**config.mk**
```make
export PLATFORM = sky130hd
export DESIGN_NAME = nmde_rle
export DESIGN_NICKNAME = d
export VERILOG_FILES = /design/src/rtl/nmde_pkg.sv /design/src/rtl/nmde_rle.sv
export SDC_FILE = /design/constraint.sdc
export NUM_CORES = 1
export LEC_CHECK = 0
export BUFFER_PORTS_ARGS = -buffer_cell sky130_fd_sc_hd__buf_2
export CORE_MARGIN = 4
export CORE_UTILIZATION = 55
export DETAILED_ROUTE_END_ITERATION = 8
export HOLD_SLACK_MARGIN = 0.15
export PLACE_DENSITY = 0.77
export SLEW_MARGIN = 20
export SYNTH_ARGS = -nofsm -noshare
export SYNTH_HDL_FRONTEND = slang
export SYNTH_SLANG_ARGS = --single-unit
```
**constraint.sdc**
```tcl
create_clock -name clk -period 9.2 [get_ports clk]
set_clock_uncertainty 0.2 [all_clocks]
set_input_delay 1.38 -clock clk [delete_from_list [all_inputs] [get_ports clk]]
set_output_delay 1.38 -clock clk [all_outputs]
set_load 0.05 [all_outputs]
```
**src/rtl/nmde_pkg.sv**
```systemverilog
`default_nettype none
// ----------------------------------------------------------------------------
// nmde_pkg
// Shared types and constants of the neighbour max-difference edge RLE block.
// ----------------------------------------------------------------------------
package nmde_pkg;

	localparam int PIX_W      = 8;
	localparam int RUN_W      = 21;
	localparam int NB         = 8;
	localparam int FIFO_DEPTH = 4;
	localparam int FIFO_PTR_W = 2;
	localparam int FIFO_CNT_W = 3;
	localparam int CFG_W      = 11;

	localparam logic FUNC_PIXEL = 1'b0;
	localparam logic FUNC_FLUSH = 1'b1;

	localparam logic [1:0] REG_IMAGE_WIDTH = 2'd0;

	typedef struct packed {
		logic             valid;
		logic             evt;
		logic             compute;
		logic             final_run;
		logic             wrap;
		logic             left_ok;
		logic             top_ok;
		logic             mid_ok;
		logic             bot_ok;
		logic [PIX_W-1:0] pix;
	} ev_t;

	typedef struct packed {
		logic [PIX_W-1:0] top;
		logic [PIX_W-1:0] mid;
		logic [PIX_W-1:0] bot;
		logic             top_ok;
		logic             mid_ok;
		logic             bot_ok;
	} col_t;

	typedef struct packed {
		logic                     valid;
		logic                     compute;
		logic                     final_run;
		logic [NB-1:0][PIX_W-1:0] diff;
	} dif_t;

	typedef struct packed {
		logic [PIX_W-1:0] edge_value;
		logic [RUN_W-1:0] run_length;
		logic             last_run;
	} res_t;

endpackage
`default_nettype wire

```
**src/rtl/nmde_rle.sv**
```systemverilog
`default_nettype none
// ----------------------------------------------------------------------------
// nmde_rle
// Maximum of the neighbour differences, run-length packing and the
// result FIFO in front of the output stream.
// ----------------------------------------------------------------------------
module nmde_rle #(
	parameter int CNT_W = 21
) (
	input  wire                                clk,
	input  wire                                arst_n,
	input  wire  nmde_pkg::dif_t               dif,
	output logic                               out_valid,
	input  wire                                out_ready,
	output nmde_pkg::res_t                     out_res,
	output logic [nmde_pkg::FIFO_CNT_W-1:0]    fill
);

	logic [nmde_pkg::PIX_W-1:0] m1 [4];
	logic [nmde_pkg::PIX_W-1:0] m2 [2];
	logic [nmde_pkg::PIX_W-1:0] edge_max;
	logic [nmde_pkg::PIX_W-1:0] open_val_q;
	logic [CNT_W-1:0]           open_len_q;
	logic                       brk;
	logic                       push;
	logic                       pop;
	nmde_pkg::res_t             push_res;
	nmde_pkg::res_t             fifo_q [nmde_pkg::FIFO_DEPTH];
	logic [nmde_pkg::FIFO_PTR_W-1:0] wr_ptr_q;
	logic [nmde_pkg::FIFO_PTR_W-1:0] rd_ptr_q;
	logic [nmde_pkg::FIFO_CNT_W-1:0] cnt_q;

	always_comb begin
		for (int i = 0; i < 4; i++) begin
			m1[i] = (dif.diff[2*i] > dif.diff[2*i+1]) ? dif.diff[2*i] : dif.diff[2*i+1];
		end
		for (int i = 0; i < 2; i++) begin
			m2[i] = (m1[2*i] > m1[2*i+1]) ? m1[2*i] : m1[2*i+1];
		end
		edge_max = (m2[0] > m2[1]) ? m2[0] : m2[1];
	end

	assign brk  = (open_len_q != '0) && (edge_max != open_val_q);
	assign push = dif.valid && ((dif.compute && brk) || dif.final_run);
	assign pop  = out_valid && out_ready;

	always_comb begin
		push_res.edge_value = open_val_q;
		push_res.run_length = nmde_pkg::RUN_W'(open_len_q);
		push_res.last_run   = dif.final_run;
	end

	always_ff @(posedge clk or negedge arst_n) begin
		if (!arst_n) begin
			open_val_q <= '0;
			open_len_q <= '0;
			wr_ptr_q   <= '0;
			rd_ptr_q   <= '0;
			cnt_q      <= '0;
		end else begin
			if (dif.valid && dif.final_run) begin
				open_val_q <= '0;
				open_len_q <= '0;
			end else if (dif.valid && dif.compute) begin
				open_val_q <= edge_max;
				open_len_q <= brk ? CNT_W'(1) : open_len_q + CNT_W'(1);
			end
			if (push) begin
				wr_ptr_q <= wr_ptr_q + 1'b1;
			end
			if (pop) begin
				rd_ptr_q <= rd_ptr_q + 1'b1;
			end
			if (push && !pop) begin
				cnt_q <= cnt_q + 1'b1;
			end else if (pop && !push) begin
				cnt_q <= cnt_q - 1'b1;
			end
		end
	end

	always_ff @(posedge clk) begin
		if (push) begin
			fifo_q[wr_ptr_q] <= push_res;
		end
	end

	assign out_valid = (cnt_q != '0);
	assign out_res   = fifo_q[rd_ptr_q];
	assign fill      = cnt_q;

endmodule
`default_nettype wire

```
**After elaboration in Yosys (flattened, before gate mapping)**

Memories as Yosys holds them, arrays and structs flattened.
Index checks and enable logic that the tools add are counted.

- Register bits: 36
- Output and inout bits: 34
- Logic and storage cells: 50
- Memories: 1
- Input bits: 70
- Bits in writable memories: 120

- Reduce and logical (&&, ||, !) cells: 15
- Muxes and demuxes: 16
- Add/subtract/negate cells: 5
- Eq/ne operators: 1
- $lt $le $gt $ge: 7

Memories:

| memory | words | bits a word | read ports | clocked after Yosys merged registers in | write ports | RTL line | source |
|---|---|---|---|---|---|---|---|
| fifo_q | 4 | 30 | 1 | 0 | 1 | nmde_rle.sv:28 | `nmde_pkg::res_t fifo_q [nmde_pkg::FIFO_DEPTH];` |

Operators with widths:

| kind | number |
|---|---|
| 8-bit two-way mux | 9 |
| 21-bit two-way mux | 3 |
| 8-bit greater-than comparator | 7 |
| 21-bit by 1-bit adder with 21-bit output (second input constant) | 1 |
| 21-bit nonzero test | 1 |
| 1-bit logical AND | 8 |
| 8-bit != test | 1 |
| 3-bit two-way mux | 2 |
| 2-bit by 1-bit adder with 2-bit output (second input constant) | 2 |
| 2-bit nonzero test | 2 |
| 3-bit by 1-bit adder with 3-bit output (second input constant) | 1 |
| 3-bit nonzero test | 1 |
| 3-bit by 1-bit subtractor with 3-bit output (second input constant) | 1 |
| 1-bit logical NOT | 2 |
| 1-bit two-way mux | 2 |
| 1-bit logical OR | 1 |

**Longest topological paths before layout**

- Depth after elaboration: 15
- Gate-level depth with buffers: 38
- Mapped depth without buffers: 36

**Worst setup path after synthesis**

OpenSTA, ideal clock, no wires.

- Path type: in2reg
- Start point: input port dif[57] (netlist bit)
- End point: register cnt_q, in the netlist fill[1]
- Arrival: 8.277 ns
- Slack: 0.598 ns
- Buffers on the path: 2
- Required time: 8.875 ns
- Cell stages on the path: 34
- Cells stage by stage: inv_1 > ha_1 > nor2b_1 > o211ai_2 > a21oi_2 > o21ai_1 > mux2i_1 > ha_1 > and3_1 > a221o_1 > a21oi_1 > o31a_1 > o31ai_2 > nand2_1 > clkbuf_1 > o21ai_0 > ha_1 > a21o_1 > a21oi_1 > nand2b_1 > o21ai_1 > a211oi_1 > o21bai_1 > o221ai_1 > nor4b_1 > nand4_1 > a2111oi_4 > and4b_4 > nor3_4 > buf_6 > ha_1 > inv_1 > fa_1 > mux2_2

- Cells in the longest elaborated chain, start to end: 14
- Elaborated cells on any way between the ends: 16

RTL lines:

| element | RTL line | source |
|---|---|---|
| from (decl) | nmde_rle.sv:12 | `input wire nmde_pkg::dif_t dif,` |
| 8-bit greater-than comparator | nmde_rle.sv:35 | `m1[i] = (dif.diff[2*i] > dif.diff[2*i+1]) ? dif.diff[2*i] : dif.diff[2*i+1];` |
| 8-bit two-way mux * | nmde_rle.sv:35 |  |
| 8-bit greater-than comparator | nmde_rle.sv:38 | `m2[i] = (m1[2*i] > m1[2*i+1]) ? m1[2*i] : m1[2*i+1];` |
| 8-bit two-way mux * | nmde_rle.sv:38 |  |
| 8-bit greater-than comparator | nmde_rle.sv:40 | `edge_max = (m2[0] > m2[1]) ? m2[0] : m2[1];` |
| 8-bit two-way mux * | nmde_rle.sv:40 |  |
| 8-bit != test * | nmde_rle.sv:43 | `assign brk = (open_len_q != '0) && (edge_max != open_val_q);` |
| 1-bit logical AND * | nmde_rle.sv:43 |  |
| 1-bit logical AND * | nmde_rle.sv:44 | `assign push = dif.valid && ((dif.compute && brk) \|\| dif.final_run);` |
| 1-bit logical OR * | nmde_rle.sv:44 |  |
| 1-bit logical AND * | nmde_rle.sv:44 |  |
| named net push | nmde_rle.sv:25 | `logic push;` |
| 1-bit logical NOT | nmde_rle.sv:76 | `end else if (pop && !push) begin` |
| 1-bit logical AND | nmde_rle.sv:76 |  |
| 2-bit nonzero test (no source line) | - |  |
| to (signal assigned) | nmde_rle.sv:75 | `cnt_q <= cnt_q + 1'b1;` |
| to (signal assigned) | nmde_rle.sv:77 | `cnt_q <= cnt_q - 1'b1;` |
| to (decl) | nmde_rle.sv:31 | `logic [nmde_pkg::FIFO_CNT_W-1:0] cnt_q;` |

Mark *: on every way through the listed nets, which the timed path passes. The rest lies on a longest branch.
A chain may end at the register's enable or synchronous reset.

**Final worst setup path**

- Start point: input port dif[57] (netlist bit)
- End point: register cnt_q, in the netlist fill[1]

- Cells in the longest elaborated chain, start to end: 14
- Elaborated cells on any way between the ends: 16

RTL lines:

| element | RTL line |
|---|---|
| 8-bit greater-than comparator | nmde_rle.sv:35 |
| 8-bit two-way mux * | nmde_rle.sv:35 |
| 8-bit greater-than comparator | nmde_rle.sv:38 |
| 8-bit two-way mux * | nmde_rle.sv:38 |
| 8-bit greater-than comparator | nmde_rle.sv:40 |
| 8-bit two-way mux * | nmde_rle.sv:40 |
| 8-bit != test * | nmde_rle.sv:43 |
| 1-bit logical AND * | nmde_rle.sv:43 |
| 1-bit logical AND * | nmde_rle.sv:44 |
| 1-bit logical OR * | nmde_rle.sv:44 |
| 1-bit logical AND * | nmde_rle.sv:44 |
| 1-bit logical NOT | nmde_rle.sv:76 |
| 1-bit logical AND | nmde_rle.sv:76 |
| 2-bit nonzero test (no source line) | - |

Mark *: on every way between the ends. The rest lies on a longest branch, timed or not.

==> results.ini <==
[critical_path]
critPathLaunchType=input pin
worst_setup_path_end_kind=flip-flop
slowest_delay_ns=0.53
r2r_end=fill[1]$_DFFE_PN0P_
worstReg2RegStart=open_val_q[1]$_DFFE_PN0P_
slowest_stage=o21ai_1
crit_arrival_ns=8.85
worstSetupPathType=input pin to flip-flop
cp_max_fo=14
path_buf_inv=3
required_ns=9.31
reg2reg_slack_ns=5.75
critPathTopFamily=compound AO/OA/AOI/OAI gates
critPathMostFrequentCell=ha_1
worstRegToRegCells=11

[die]
start_util_pct=56.9
ios=104
core_um2=15400
die_h_um=134
rows=45
die_area_um2=18000
die_w_um=134

[cts]
insertion_delay_ns=0.41
cts_hold_buf=0
htreeDepth=4
cts-root-buf=clkbuf_16
cts_made_buffers=17
clk_pin_slew_worst_paths_ns=0.06
cts_setup_buffers=0
ctsResizeCount=0
cts_buffer_depth=2
cts_tree=done
clock-sinks=156

[min_path]
hp-start=fill[2]$_DFFE_PN0P_
worstHoldEndpoint=fill[2]$_DFFE_PN0P_
hold_class=flip-flop to flip-flop
hold_depth=1

[drt]
drtIter0Drc=544
viasPerCell=5.99
drc_errors=0
postRouteAntennaNets=0
routed_wl_mm=20.1
wl_per_cell_um=19.2
firstDrtPassIters=7
vias=6272

[sta]
finalCritPeriodShare_pct=95.1
finalSetupTns_ns=0
rsz0062_at_grt=no
timing.fmax_mhz=114
timing.final.ws_setup_ns=0.454
fin_crit_ns=8.75
setup_violations=0
drv_slew=0
maxSlewHeadroom_pct=43.8
finalHoldViolations=0
worst_pin_slew_ns=0.843

[synth]
netlist_area_um2=8750
yosysSeqAreaShare_pct=51.5
ys.flop_type=edfxtp_1
yosysWarnings=0
synth-edff-count=120
synth.avg_cell_area_um2=12.5
synth_top_cell_by_area=edfxtp_1
synth_area_leaders=edfxtp_1 41%, dfrtp_1 10%, ha_1 8.7%
synth-async-reset-ratio_pct=23.1
ys_types=76
synth-seq-cells=156
syn_nets=829
synthCells=697
netlist.area_leader.share_pct=41.2

[global_routing]
top_usage_layer=met2
use_met1_pct=27.9
grt_pass1_wl_mm=32.7
grt_pass1_vias=6590
grt.overflow.total=0
grt_max_degree=37
antenna_found_initial=0
grtUsageMet2_pct=41.5
grtUsageMet3_pct=4.01
grt_usage_pct=22.9

[place]
pre_cts_ws_ns=0.0428
place_congestion=0.899
portBuffers=103
hpwl_mm=14.5

[power]
p_comb_share_pct=41.7
swShare_pct=40.1
seqPwrFrac_pct=35.1
switching_power_mw=1.15
leakagePower_nw=4.32
peakVddDrop_mv=0.135
p_int_mw=1.72
p_per_area_nw_per_um2=282
clkPwrFrac_pct=23.2

[outcome]
outcome=complete, no violations

[final_layout]
drive_gt1_share_pct=25.2
fillers=1090
antenna_cells=0
nets=955
synthToLayoutAreaGrowth_pct=16.3

[run]
maxCapViolations=0

-- cell usage after synthesis, types with 6 or more instances --
cell type and n:
edfxtp_1 120, ha_1 61, inv_1 54, nor2_1 51, nand2_1 42, dfrtp_1 36, mux4_2 30, a21oi_1 29
mux2i_1 22, nand3_1 22, o21ai_0 17, xnor2_1 16, and3_1 13, nor3_1 12, clkbuf_1 9, o31ai_1 9
o21ai_1 8, a211oi_1 7, a21o_1 7, and2_1 7, nand2b_1 7, o22ai_1 7, nor2b_1 6
-- layout make-up --
type                       instances  area [um^2]  share of cell area, %
clock inverter                    15          146                   1.44
timing repair buffer             125          681                   6.69
inverter                          54          203                   1.99
clock buffer                      17          425                   4.18
sequential                       156         4510                   44.3
tap                              211          264                   2.59
multi-input combinational        469         3950                   38.8
-- stage by stage --
step           cell area [um^2]  hold WS [ns]  util (%)  power, mW  instances
6_report                  10200         0.294      66.2       2.87       1047
5_1_grt                   10200         0.315      66.2       3.01       1047
4_1_cts                   10200         0.288      66.2       2.88       1047
3_5_place_dp               9600         0.275      62.5       2.21       1015
3_3_place_gp               9600         0.270      62.5       2.17       1015
2_1_floorplan              8750         0.305         -       1.89        697
-- metal layers --
layer | wire, um | vias to the layer above | part of all wire, %
met3 | 1050 | 32 | 5.2
met2 | 10500 | 245 | 52
met1 | 8220 | 3081 | 41
met4 | 337 | 0 | 1.7
li1 | - | 2914 | -
met5 | 0 | - | 0
-- kinds of logic after synthesis --
kind of cell | after synthesis | synth area share (%)
xor gates and xnor gates | 23 | 2.47
DFF | 156 | 51.5
buffers and inverters | 72 | 3.36
and+or+nand+nor | 189 | 11.0
adders and majority gates | 63 | 9.08
AOI/OAI and AO/OA | 134 | 11.1
muxes | 60 | 11.5
-- placed cells by master, fill, tap and decap left out, types with 4 or more instances in the layout --
master and n:
dfrtp_1 35, nor3_1 12, xor2_1 5, inv_1 54, ha_1 61, nand3_1 22
mux2i_1 22, and3_1 13, nor2b_1 6, or3_1 5, nor2_1 51, mux4_2 30
buf_2 103, nand4_1 4, nand2_1 42, o31ai_1 9, o21ai_1 10, a21oi_1 29
buf_4 22, o211ai_1 4, edfxtp_1 120, and2_1 7, nor4_1 4, xnor2_1 16
nor4b_1 4, a21o_1 7, nand2b_1 7, clkbuf_16 17, a211oi_1 7, o21ai_0 15
mux2_2 5, o31a_1 4, o21a_1 5, o22ai_1 7
-- power by group through the flow --
stage | logic [mW] | clock network, mW | registers [mW]
finish | 1.20 | 0.664 | 1.01
CTS | 1.19 | 0.678 | 1.01
global placement | 1.16 | 0 | 1.01
global route | 1.28 | 0.710 | 1.03
floorplan | 0.918 | 0 | 0.970
detailed placement | 1.19 | 0 | 1.02
-- registers in the layout, summed over array words and instances (netlist names) --
| name | flops |
|---|---|
| fill | 3 |
| rd_ptr_q | 2 |
| fifo_q | 120 |
| open_val_q | 8 |
| wr_ptr_q | 2 |
| open_len_q | 21 |
-- worst max-delay path by stage --
stage,cells past startpoint,slack [ns],to,startpoint
finish,33,0.45,fill[1]$_DFFE_PN0P_,dif[57]
global route,33,0.0008,fill[1]$_DFFE_PN0P_,dif[57]
CTS,33,0.50,fill[1]$_DFFE_PN0P_,dif[57]
detailed placement,33,0.04,fill[1]$_DFFE_PN0P_,dif[57]
global placement,33,0.42,fill[1]$_DFFE_PN0P_,dif[57]
floorplan,34,0.60,fill[1]$_DFFE_PN0P_,dif[57]
Power figures use the tool's default switching activity.
