[src/rtl/nmde_pkg.sv]
`default_nettype none
// ----------------------------------------------------------------------------
// nmde_pkg
// Shared types and constants of the neighbour max-difference edge RLE block.
// ----------------------------------------------------------------------------
package nmde_pkg;

	localparam int PIX_W      = 8;
	localparam int RUN_W      = 21;
	localparam int NB         = 8;
	localparam int FIFO_DEPTH = 4;
	localparam int FIFO_PTR_W = 2;
	localparam int FIFO_CNT_W = 3;
	localparam int CFG_W      = 11;

	localparam logic FUNC_PIXEL = 1'b0;
	localparam logic FUNC_FLUSH = 1'b1;

	localparam logic [1:0] REG_IMAGE_WIDTH = 2'd0;

	typedef struct packed {
		logic             valid;
		logic             evt;
		logic             compute;
		logic             final_run;
		logic             wrap;
		logic             left_ok;
		logic             top_ok;
		logic             mid_ok;
		logic             bot_ok;
		logic [PIX_W-1:0] pix;
	} ev_t;

	typedef struct packed {
		logic [PIX_W-1:0] top;
		logic [PIX_W-1:0] mid;
		logic [PIX_W-1:0] bot;
		logic             top_ok;
		logic             mid_ok;
		logic             bot_ok;
	} col_t;

	typedef struct packed {
		logic                     valid;
		logic                     compute;
		logic                     final_run;
		logic [NB-1:0][PIX_W-1:0] diff;
	} dif_t;

	typedef struct packed {
		logic [PIX_W-1:0] edge_value;
		logic [RUN_W-1:0] run_length;
		logic             last_run;
	} res_t;

endpackage
`default_nettype wire

[src/rtl/nmde_window.sv]
`default_nettype none
// ----------------------------------------------------------------------------
// nmde_window
// Column read-modify-write of the row buffers, 3x3 window and the
// absolute neighbour differences of the centre pixel.
// ----------------------------------------------------------------------------
module nmde_window #(
	parameter int ADDR_W = 10
) (
	input  wire                         clk,
	input  wire                         arst_n,
	input  wire  nmde_pkg::ev_t         ev,
	input  wire  [ADDR_W-1:0]           ev_addr,
	input  wire  [2*nmde_pkg::PIX_W-1:0] ram_rdata,
	output logic                        ram_we,
	output logic [ADDR_W-1:0]           ram_waddr,
	output logic [2*nmde_pkg::PIX_W-1:0] ram_wdata,
	output logic                        s1_valid,
	output nmde_pkg::dif_t              dif
);

	nmde_pkg::ev_t                  ev_s1;
	logic [ADDR_W-1:0]              addr_s1;
	logic                           fwd_s1;
	logic [2*nmde_pkg::PIX_W-1:0]   fwd_data_s1;
	nmde_pkg::col_t                 col_a_q;
	nmde_pkg::col_t                 col_b_q;
	logic [2*nmde_pkg::PIX_W-1:0]   rd;
	nmde_pkg::col_t                 col_x;
	logic [nmde_pkg::NB-1:0][nmde_pkg::PIX_W-1:0] nb_val;
	logic [nmde_pkg::NB-1:0]        nb_ok;
	logic [nmde_pkg::NB-1:0][nmde_pkg::PIX_W-1:0] diff;
	logic [nmde_pkg::PIX_W-1:0]     centre;

	assign rd = fwd_s1 ? fwd_data_s1 : ram_rdata;

	always_comb begin
		col_x.top    = rd[2*nmde_pkg::PIX_W-1:nmde_pkg::PIX_W];
		col_x.mid    = rd[nmde_pkg::PIX_W-1:0];
		col_x.bot    = ev_s1.pix;
		col_x.top_ok = ev_s1.top_ok;
		col_x.mid_ok = ev_s1.mid_ok;
		col_x.bot_ok = ev_s1.bot_ok;
	end

	assign ram_we    = ev_s1.valid && ev_s1.evt;
	assign ram_waddr = addr_s1;
	assign ram_wdata = {rd[nmde_pkg::PIX_W-1:0], ev_s1.pix};
	assign s1_valid  = ev_s1.valid;
	assign centre    = col_b_q.mid;

	always_comb begin
		nb_val[0] = col_a_q.top;
		nb_val[1] = col_a_q.mid;
		nb_val[2] = col_a_q.bot;
		nb_val[3] = col_b_q.top;
		nb_val[4] = col_b_q.bot;
		nb_val[5] = col_x.top;
		nb_val[6] = col_x.mid;
		nb_val[7] = col_x.bot;
		nb_ok[0]  = ev_s1.left_ok && col_a_q.top_ok;
		nb_ok[1]  = ev_s1.left_ok && col_a_q.mid_ok;
		nb_ok[2]  = ev_s1.left_ok && col_a_q.bot_ok;
		nb_ok[3]  = col_b_q.top_ok;
		nb_ok[4]  = col_b_q.bot_ok;
		nb_ok[5]  = !ev_s1.wrap && col_x.top_ok;
		nb_ok[6]  = !ev_s1.wrap && col_x.mid_ok;
		nb_ok[7]  = !ev_s1.wrap && col_x.bot_ok;
		for (int i = 0; i < nmde_pkg::NB; i++) begin
			if (!nb_ok[i]) begin
				diff[i] = '0;
			end else if (nb_val[i] > centre) begin
				diff[i] = nb_val[i] - centre;
			end else begin
				diff[i] = centre - nb_val[i];
			end
		end
	end

	always_ff @(posedge clk or negedge arst_n) begin
		if (!arst_n) begin
			ev_s1  <= '0;
			fwd_s1 <= 1'b0;
			dif    <= '0;
		end else begin
			ev_s1         <= ev;
			fwd_s1        <= ev.valid && ev.evt && ev_s1.valid && ev_s1.evt
				&& (addr_s1 == ev_addr);
			dif.valid     <= ev_s1.valid;
			dif.compute   <= ev_s1.compute;
			dif.final_run <= ev_s1.final_run;
			dif.diff      <= diff;
		end
	end

	always_ff @(posedge clk) begin
		addr_s1     <= ev_addr;
		fwd_data_s1 <= ram_wdata;
		if (ev_s1.valid && ev_s1.evt) begin
			col_a_q <= col_b_q;
			col_b_q <= col_x;
		end
	end

endmodule
`default_nettype wire

[config.mk]
export PLATFORM = sky130hd
export DESIGN_NAME = nmde_window
export DESIGN_NICKNAME = d
export VERILOG_FILES = /design/src/rtl/nmde_pkg.sv /design/src/rtl/nmde_window.sv
export SDC_FILE = /design/constraint.sdc
export NUM_CORES = 1
export LEC_CHECK = 0
export BUFFER_PORTS_ARGS = -buffer_cell sky130_fd_sc_hd__buf_2
export CAP_MARGIN = 20
export CORE_MARGIN = 2
export CORE_UTILIZATION = 63
export DETAILED_ROUTE_END_ITERATION = 12
export GPL_ROUTABILITY_DRIVEN = 1
export PLACE_DENSITY_LB_ADDON = 0.1
export SLEW_MARGIN = 15
export SYNTH_ARGS = -nofsm -noshare
export SYNTH_HDL_FRONTEND = slang
export SYNTH_SLANG_ARGS = --single-unit
[constraint.sdc]
create_clock -name clk -period 7.8 [get_ports clk]
set_clock_uncertainty 0.05 [all_clocks]
set_input_delay 1.56 -clock clk [delete_from_list [all_inputs] [get_ports clk]]
set_output_delay 1.56 -clock clk [all_outputs]
set_load 0.005 [all_outputs]
### After elaboration in Yosys (flattened, before gate mapping)

Index checks and enable logic that the tools add are counted.

* register bits: 165
* input bits: 45
* logic and storage cells: 90

* $add $sub $neg: 16
* order comparisons: 8
* eq/ne operators: 1
* muxes and demuxes: 17
* reduce and logical (&&, ||, !) cells: 12

Operator list (number)
* 8-bit two-way mux: 16
* 8-bit subtractor: 16
* 8-bit greater-than comparator: 8
* 16-bit two-way mux: 1
* 1-bit logical AND: 11
* 10-bit equality test: 1
* 1-bit logical NOT: 1

### Logic depth before layout (Yosys ltp)

Gate-level depths: netlist of the first run.

* depth in word-level cells: 4
* mapped depth: 13
* depth with buffers taken out: 10

### Worst setup path after synthesis of the first run

Ideal clock, no wire load.

* path kind: input -> register
* start: in ram_rdata[1] (netlist name)
* end: reg dif[54] (netlist name)
* setup time: 0.119 ns
* arrival time: 3.563 ns
* data required time: 7.631 ns
* setup slack: 4.069 ns
* stages: 9
* cell sequence: mux2i_1 -> inv_1 -> fa_1 -> a21o_1 -> a21oi_1 -> o21a_1 -> nor3_2 -> a221o_1 -> o21a_1

RTL lines
* from (decl): RTL line nmde_window.sv:14 `input wire [2*nmde_pkg::PIX_W-1:0] ram_rdata,`
* to (decl): RTL line nmde_window.sv:19 `output nmde_pkg::dif_t dif`

### Worst setup path in the final report of the first run

* start: in ram_rdata[1] (netlist name)
* end: out ram_wdata[9] (netlist name)

* cells in the longest elaborated chain, start to end: 1

Ends and longest elaborated chain
* 16-bit two-way mux: RTL line nmde_window.sv:35 `assign rd = fwd_s1 ? fwd_data_s1 : ram_rdata;`
* to (decl): RTL line nmde_window.sv:17 `output logic [2*nmde_pkg::PIX_W-1:0] ram_wdata,`

Every way passes these cells.

==> run metrics, run 1 <==
outcome completed; die area approximately 0.018 mm^2; H-tree Lvls 4; Worst setup EP type primary output; IO Pins between 100 and 150; Synth async-reset ratio between 50% and 60%; Setup TNS 0 ns; type of the worst setup path in2out; core box area ~0.016 mm^2; Final Util around 73%; Post-CTS Setup Inserts 0; Crit Path Max Fanout 5; Post-synth EDFFs between 50 and 60; Leak approximately 5.7 nW; chip height approximately 130 um; Routed WL about 26000 um; worst relative slew slack a little over a third; final net count ~1300; GR Util met1 around two fifths; commonest cells in the netlist ha_1, inv_1, dfrtp_1; final slew viol count 0; hpwl dp 18700 um; min cycle time layout between 4 and 5 ns; DR vias/cell 6.01; P&R area growth vs syn 13.2%; fmax ~250 MHz; worst reg2reg path depth 9; drc violations 0; global placer's final weighted congestion about 0.94; pwr/cell area 194 mW/mm^2; gr busiest metal met2; n_diodes 0; Via Count roughly 8000; CTS Buffer Depth 2; layout cell share with drive strength beyond 1 17.8%; Initial Util between 60% and 70%; maximum vdd drop approximately 0.17 mV; Synth Area in Compound Gates a little under a fifth; antenna viol nets, final 0; synthesized flop and latch total around 170; largest area contributor in the netlist dfrtp_1; Yosys warnings 0; worst path arrival time around 2.4 ns; count leader, synth ha_1; DIE WIDTH roughly 130 um; CTS Buf Count 17; M3 GR Usage under 10%; Synth Area in Adders 17.6%; Synth Area in Simple Gates around 10%; Hold Crit Class reg2reg; reg2reg end dif[52]; # port buffers approximately 140; Reg clk slew, reported paths approximately 0.060 ns; share of Yosys cell area claimed by the top area cell type about a fifth; Hold Path End dif[64]; hold_sp ev_s1[13]; largest net degree at the start of global routing 86; worst-margin pin slew about 0.97 ns; CTS sink count ~170; GRT overflow 0; worst flop-to-flop path startpoint fwd_s1; First-pass DRT Iterations 5; met2 Track Usage GR around half; Final Hold Fails 0; ys flop type dfrtp_1; Mapped Area 0.0104 mm^2; WL/cell ~19 um; Post-Synthesis Cells around 1000; first-pass GRT wire length roughly 41000 um; GRT Total Usage 30.0%; sequential area share after synthesis about two fifths; R2R setup slack 4.09 ns; count of cell types in the netlist just over 70; Final Cycle Share 51.5%; Hold Path Stages 0; CTS resizes 0; antenna violations before repair 0; Mapped Avg Cell Area around 10 um^2; vias in the first global route approximately 7900; top cells by area, synth dfrtp_1, edfxtp_1, ha_1, dfxtp_1, inv_1; Post-CTS Hold Buffers 0; XOR/XNOR Fraction of Synth Area ~1.7%; Worst Setup Start Kind input pin; # Max-Cap Violations 0; CTS tree built; CP required 6.19 ns; cell row count 46; Root Buffer clkbuf_16; multiplexer area fraction after synthesis around 4.2%; Clk Latency, worst-skew pair between 0.4 and 0.5 ns; main combinational cell family by area after synthesis compound AO/OA/AOI/OAI gates; RSZ-0062 raised after global routing no; endpoints failing setup 0; iteration-0 DRC count of the detailed router 580; Net Count, Synth around 1200
worst max-delay path, stage by stage:
cell,delay (ns)
buf_2,0.10
mux2i_1,0.32
inv_1,0.23
buf_2,0.19
placed cells by master (no fill, tap or decap), drive strengths merged, types with 11 or more instances in the layout:
cell	synthesis	routed
o21bai	13	13
buf	34	144
nor2b	15	15
a221oi	16	16
o21ai	44	44
a31oi	14	14
o21a	12	12
clkbuf	7	24
ha	120	120
edfxtp	54	54
dfxtp	26	26
nand2	41	41
nor2	38	38
nand4	17	17
xor2	13	13
dfrtp	85	85
nand2b	20	20
mux2i	41	41
nand3	23	23
a21oi	71	71
a21o	47	47
inv	110	114
a211oi	11	11
fa	16	16
nor3	17	17
state kept, by name, summed over array words and instances, names as in the netlist:
name / cells
col_x: 3
s1_valid: 1
col_a_q: 27
col_b_q: 19
fwd_data_s1: 16
centre: 8
ram_waddr: 10
dif: 67
fwd_s1: 1
ev_s1: 5
ram_wdata: 8
power by group:
| part | internal, mW | switching, mW | leakage [nW] | total [mW] |
|---|---|---|---|---|
| registers | 0.952 | 0.0351 | 1.82 | 0.987 |
| clock network | 0.502 | 0.350 | 0.308 | 0.852 |
| logic | 0.183 | 0.261 | 3.61 | 0.444 |
| total | 1.64 | 0.647 | 5.74 | 2.28 |
area by class of cell:
cell class | instances | area [um^2]
inverters | 110 | 413
fillers | 1164 | 4260
clock buffers | 24 | 557
clock inverters | 8 | 52.6
multi-input cells | 685 | 5440
well taps | 216 | 270
flip-flops and latches | 165 | 4270
repair buffers | 144 | 739
cells by family (layout without fill, tap and decap cells):
group                    Yosys count  in the layout
adder cells (fa/ha/maj)          136            136
AND/OR/NAND/NOR                  206            206
XOR/XNOR                          20             20
AO/OA/AOI/OAI                    280            280
multiplexers                      43             43
buffers and inverters            151            286
flip-flops                       165            165
worst max-delay path by stage:
stage | from | end | slack [ns] | cells after the start
finish | ram_rdata[1] | ram_wdata[9] | 3.79 | 4
global route | ram_rdata[1] | ram_wdata[9] | 3.73 | 4
CTS | ram_rdata[1] | ram_wdata[9] | 3.80 | 4
detailed placement | ram_rdata[1] | dif[50] | 3.68 | 10
global placement | ram_rdata[1] | dif[54] | 3.71 | 10
floorplan | ram_rdata[1] | dif[54] | 4.07 | 9
metrics by stage:
stage	hold slack [ns]	setup slack, ns	power [mW]	instance area (um^2)	cells
after floorplan	0.281	4.07	1.30	10400	1001
after global placement	0.282	3.71	1.43	11100	1320
after detailed placement	0.291	3.68	1.44	11100	1320
after CTS	0.306	3.80	2.28	11700	1352
after global routing	0.312	3.73	2.37	11700	1352
final	0.303	3.79	2.28	11700	1352
metal layers:
| metal | routed length (um) | vias to the layer above |
|---|---|---|
| met5 | 0 | - |
| met4 | 455 | 0 |
| met3 | 2190 | 39 |
| met2 | 12300 | 379 |
| met1 | 11200 | 3895 |
| li1 | - | 3815 |
(Power assumes the default switching activity.)
==> run 2, diff against run 1 <==
--- a/config.mk
+++ b/config.mk
@@ -8,7 +8,7 @@
 export BUFFER_PORTS_ARGS = -buffer_cell sky130_fd_sc_hd__buf_2
 export CAP_MARGIN = 20
 export CORE_MARGIN = 2
-export CORE_UTILIZATION = 63
+export CORE_UTILIZATION = 53
 export DETAILED_ROUTE_END_ITERATION = 12
 export GPL_ROUTABILITY_DRIVEN = 1
 export PLACE_DENSITY_LB_ADDON = 0.1
==> constraint.sdc (replaced) <==
create_clock -name clk -period 3.4 [get_ports clk]
set_clock_uncertainty 0.05 [all_clocks]
set_input_delay 0.68 -clock clk [delete_from_list [all_inputs] [get_ports clk]]
set_output_delay 0.68 -clock clk [all_outputs]
set_load 0.005 [all_outputs]
==> run metrics, run 2 (synthesis gave the netlist of run 1 again) <==
outcome completed; Reg clk slew, reported paths 0.07 ns (about the same); min cycle time layout just over 3 ns; CTS Buffer Depth 2 (unchanged); Hold Crit Class in2async; Largest register FFs 67 (unchanged); Final Hold Fails 0 (unchanged); GRT Total Usage 25.6% (-4.5 points); iteration-0 DRC count of the detailed router 413 (-29%); Root Buffer clkbuf_16; worst-margin pin slew 0.776 ns (-0.195 ns); top flop regs dif: 67 flops, col_a_q: 27 flops, col_b_q: 19 flops; CTS Buf Count 17 (unchanged); final net count 1322 (+1.4%); Post-CTS Setup Inserts 0 (unchanged); # Max-Cap Violations 0 (unchanged); fmax ~330 MHz; R2R setup slack 0.35 ns (-3.74 ns); DR vias/cell 5.58 (-7.2%); worst flop-to-flop path startpoint fwd_s1; CTS resizes 0 (unchanged); Via Count 7913 (-2.6%); drc violations 0 (unchanged); pwr/cell area 431 mW/mm^2 (+120%); final slew viol count 0 (unchanged); chip height 144 um (+8.8%); Worst Setup Start Kind flip-flop; worst relative slew slack 47.9% (+13 points); IO Pins 140 (unchanged); # port buffers 139 (unchanged); DIE WIDTH 144 um (+8.8%); reg2reg end dif[46]; # fillers 1658 (+42%); Routed WL 25700 um (-2.0%); GRT overflow 0 (unchanged); first-pass GRT wire length 40200 um (-2.6%); P&R area growth vs syn 14.7%; Clk Latency, worst-skew pair 0.43 ns (about the same); maximum vdd drop 0.376 mV (+120%); antenna viol nets, final 0 (unchanged); die area 0.0207 mm^2 (+18%); First-pass DRT Iterations 5 (unchanged); WL/cell 18.1 um (-6.6%); worst reg2reg path depth 10 (+1); CTS sink count 165 (unchanged); hpwl dp 19200 um (+2.7%); worst path arrival time 3.32 ns (+0.92 ns); n_diodes 0 (unchanged); CP required 3.66 ns (-2.53 ns); endpoints failing setup 0 (unchanged); Setup TNS 0 ns (unchanged); most frequent cells in the layout buf_2, ha_1, inv_1, dfrtp_1, a21oi_1; core box area 0.0193 mm^2 (+21%); type of the worst setup path reg2reg; Initial Util 53.6% (-11 points); Leak 5.81 nW (+1.2%); Post-CTS Hold Buffers 0 (unchanged); Final Cycle Share between 80% and 90%; antenna violations before repair 0 (unchanged); global placer's final weighted congestion 0.924 (-2.1%); Biggest register dif; Worst setup EP type flip-flop; layout cell share with drive strength beyond 1 19.0% (+1.2 points); largest net degree at the start of global routing 86 (unchanged); Final Util 61.5% (-12 points); cell row count 51 (+11%); Crit Path Max Fanout 6 (+1); H-tree Lvls 4 (unchanged); CP startpoint fwd_s1; CTS tree built; RSZ-0062 raised after global routing no; most common cell after layout, fill and taps aside buf_2; vias in the first global route 7569 (-4.5%)
## run 2: cell types whose count changed in the layout (fill, tap and decap cells not counted), sizes merged
cell	change
clkbuf	-2
buf	+18
clkinv	+1
## run 2: per-layer routing
layer  global-route usage [%]  wire [um]
met2                     41.0      12000
met1                     34.9      11600
met3                     5.06       1630
met4                     8.15        493
met5                        0          0
## run 2: power breakdown
part           switching, mW  leakage [nW]  internal [mW]  total [mW]
sequential            0.0676          1.82           2.18        2.25
combinational          0.594          3.70          0.430        1.02
clock                  0.793         0.288           1.06        1.85
## run 2: worst max path at each step
stage | to | slack [ns] | cells after the start
6_report | dif[46] | 0.35 | 10
5_1_grt | dif[44] | 0.08 | 10
4_1_cts | dif[46] | 0.36 | 10
3_5_place_dp | dif[46] | 0.29 | 10
3_3_place_gp | dif[54] | 0.34 | 11
2_1_floorplan | dif[54] | 0.22 | 11
## run 2: worst max-delay path, cell delays in order, from the launching register on
cell and delay (ns):
dfrtp_1 0.46, buf_4 0.19, mux2i_1 0.34, inv_1 0.16
fa_1 0.52, a211oi_2 0.26, o21ai_2 0.10, a31oi_1 0.25
nor3_1 0.19, a221oi_1 0.34, a21oi_1 0.07
## run 2: cell type report
class	instances	area (um^2)	share of cell area [%]
clock buffers	22	507	4.26
inverters	110	413	3.47
repair buffers	162	875	7.35
flip-flops and latches	165	4270	35.9
well taps	265	332	2.79
clock inverters	9	63.8	0.536
multi-input cells	685	5440	45.7
## run 2: per-stage QoR
| stage | hold WS, ns | cells | cell area [um^2] | setup slack, ns | power (mW) |
|---|---|---|---|---|---|
| 6_report | 0.266 | 1418 | 11900 | 0.346 | 5.13 |
| 5_1_grt | 0.278 | 1418 | 11900 | 0.0791 | 5.38 |
| 4_1_cts | 0.279 | 1418 | 11900 | 0.364 | 5.16 |
| 3_5_place_dp | 0.289 | 1387 | 11300 | 0.289 | 3.30 |
| 3_3_place_gp | 0.288 | 1387 | 11300 | 0.339 | 3.30 |
| 2_1_floorplan | 0.281 | 1001 | 10400 | 0.222 | 2.97 |
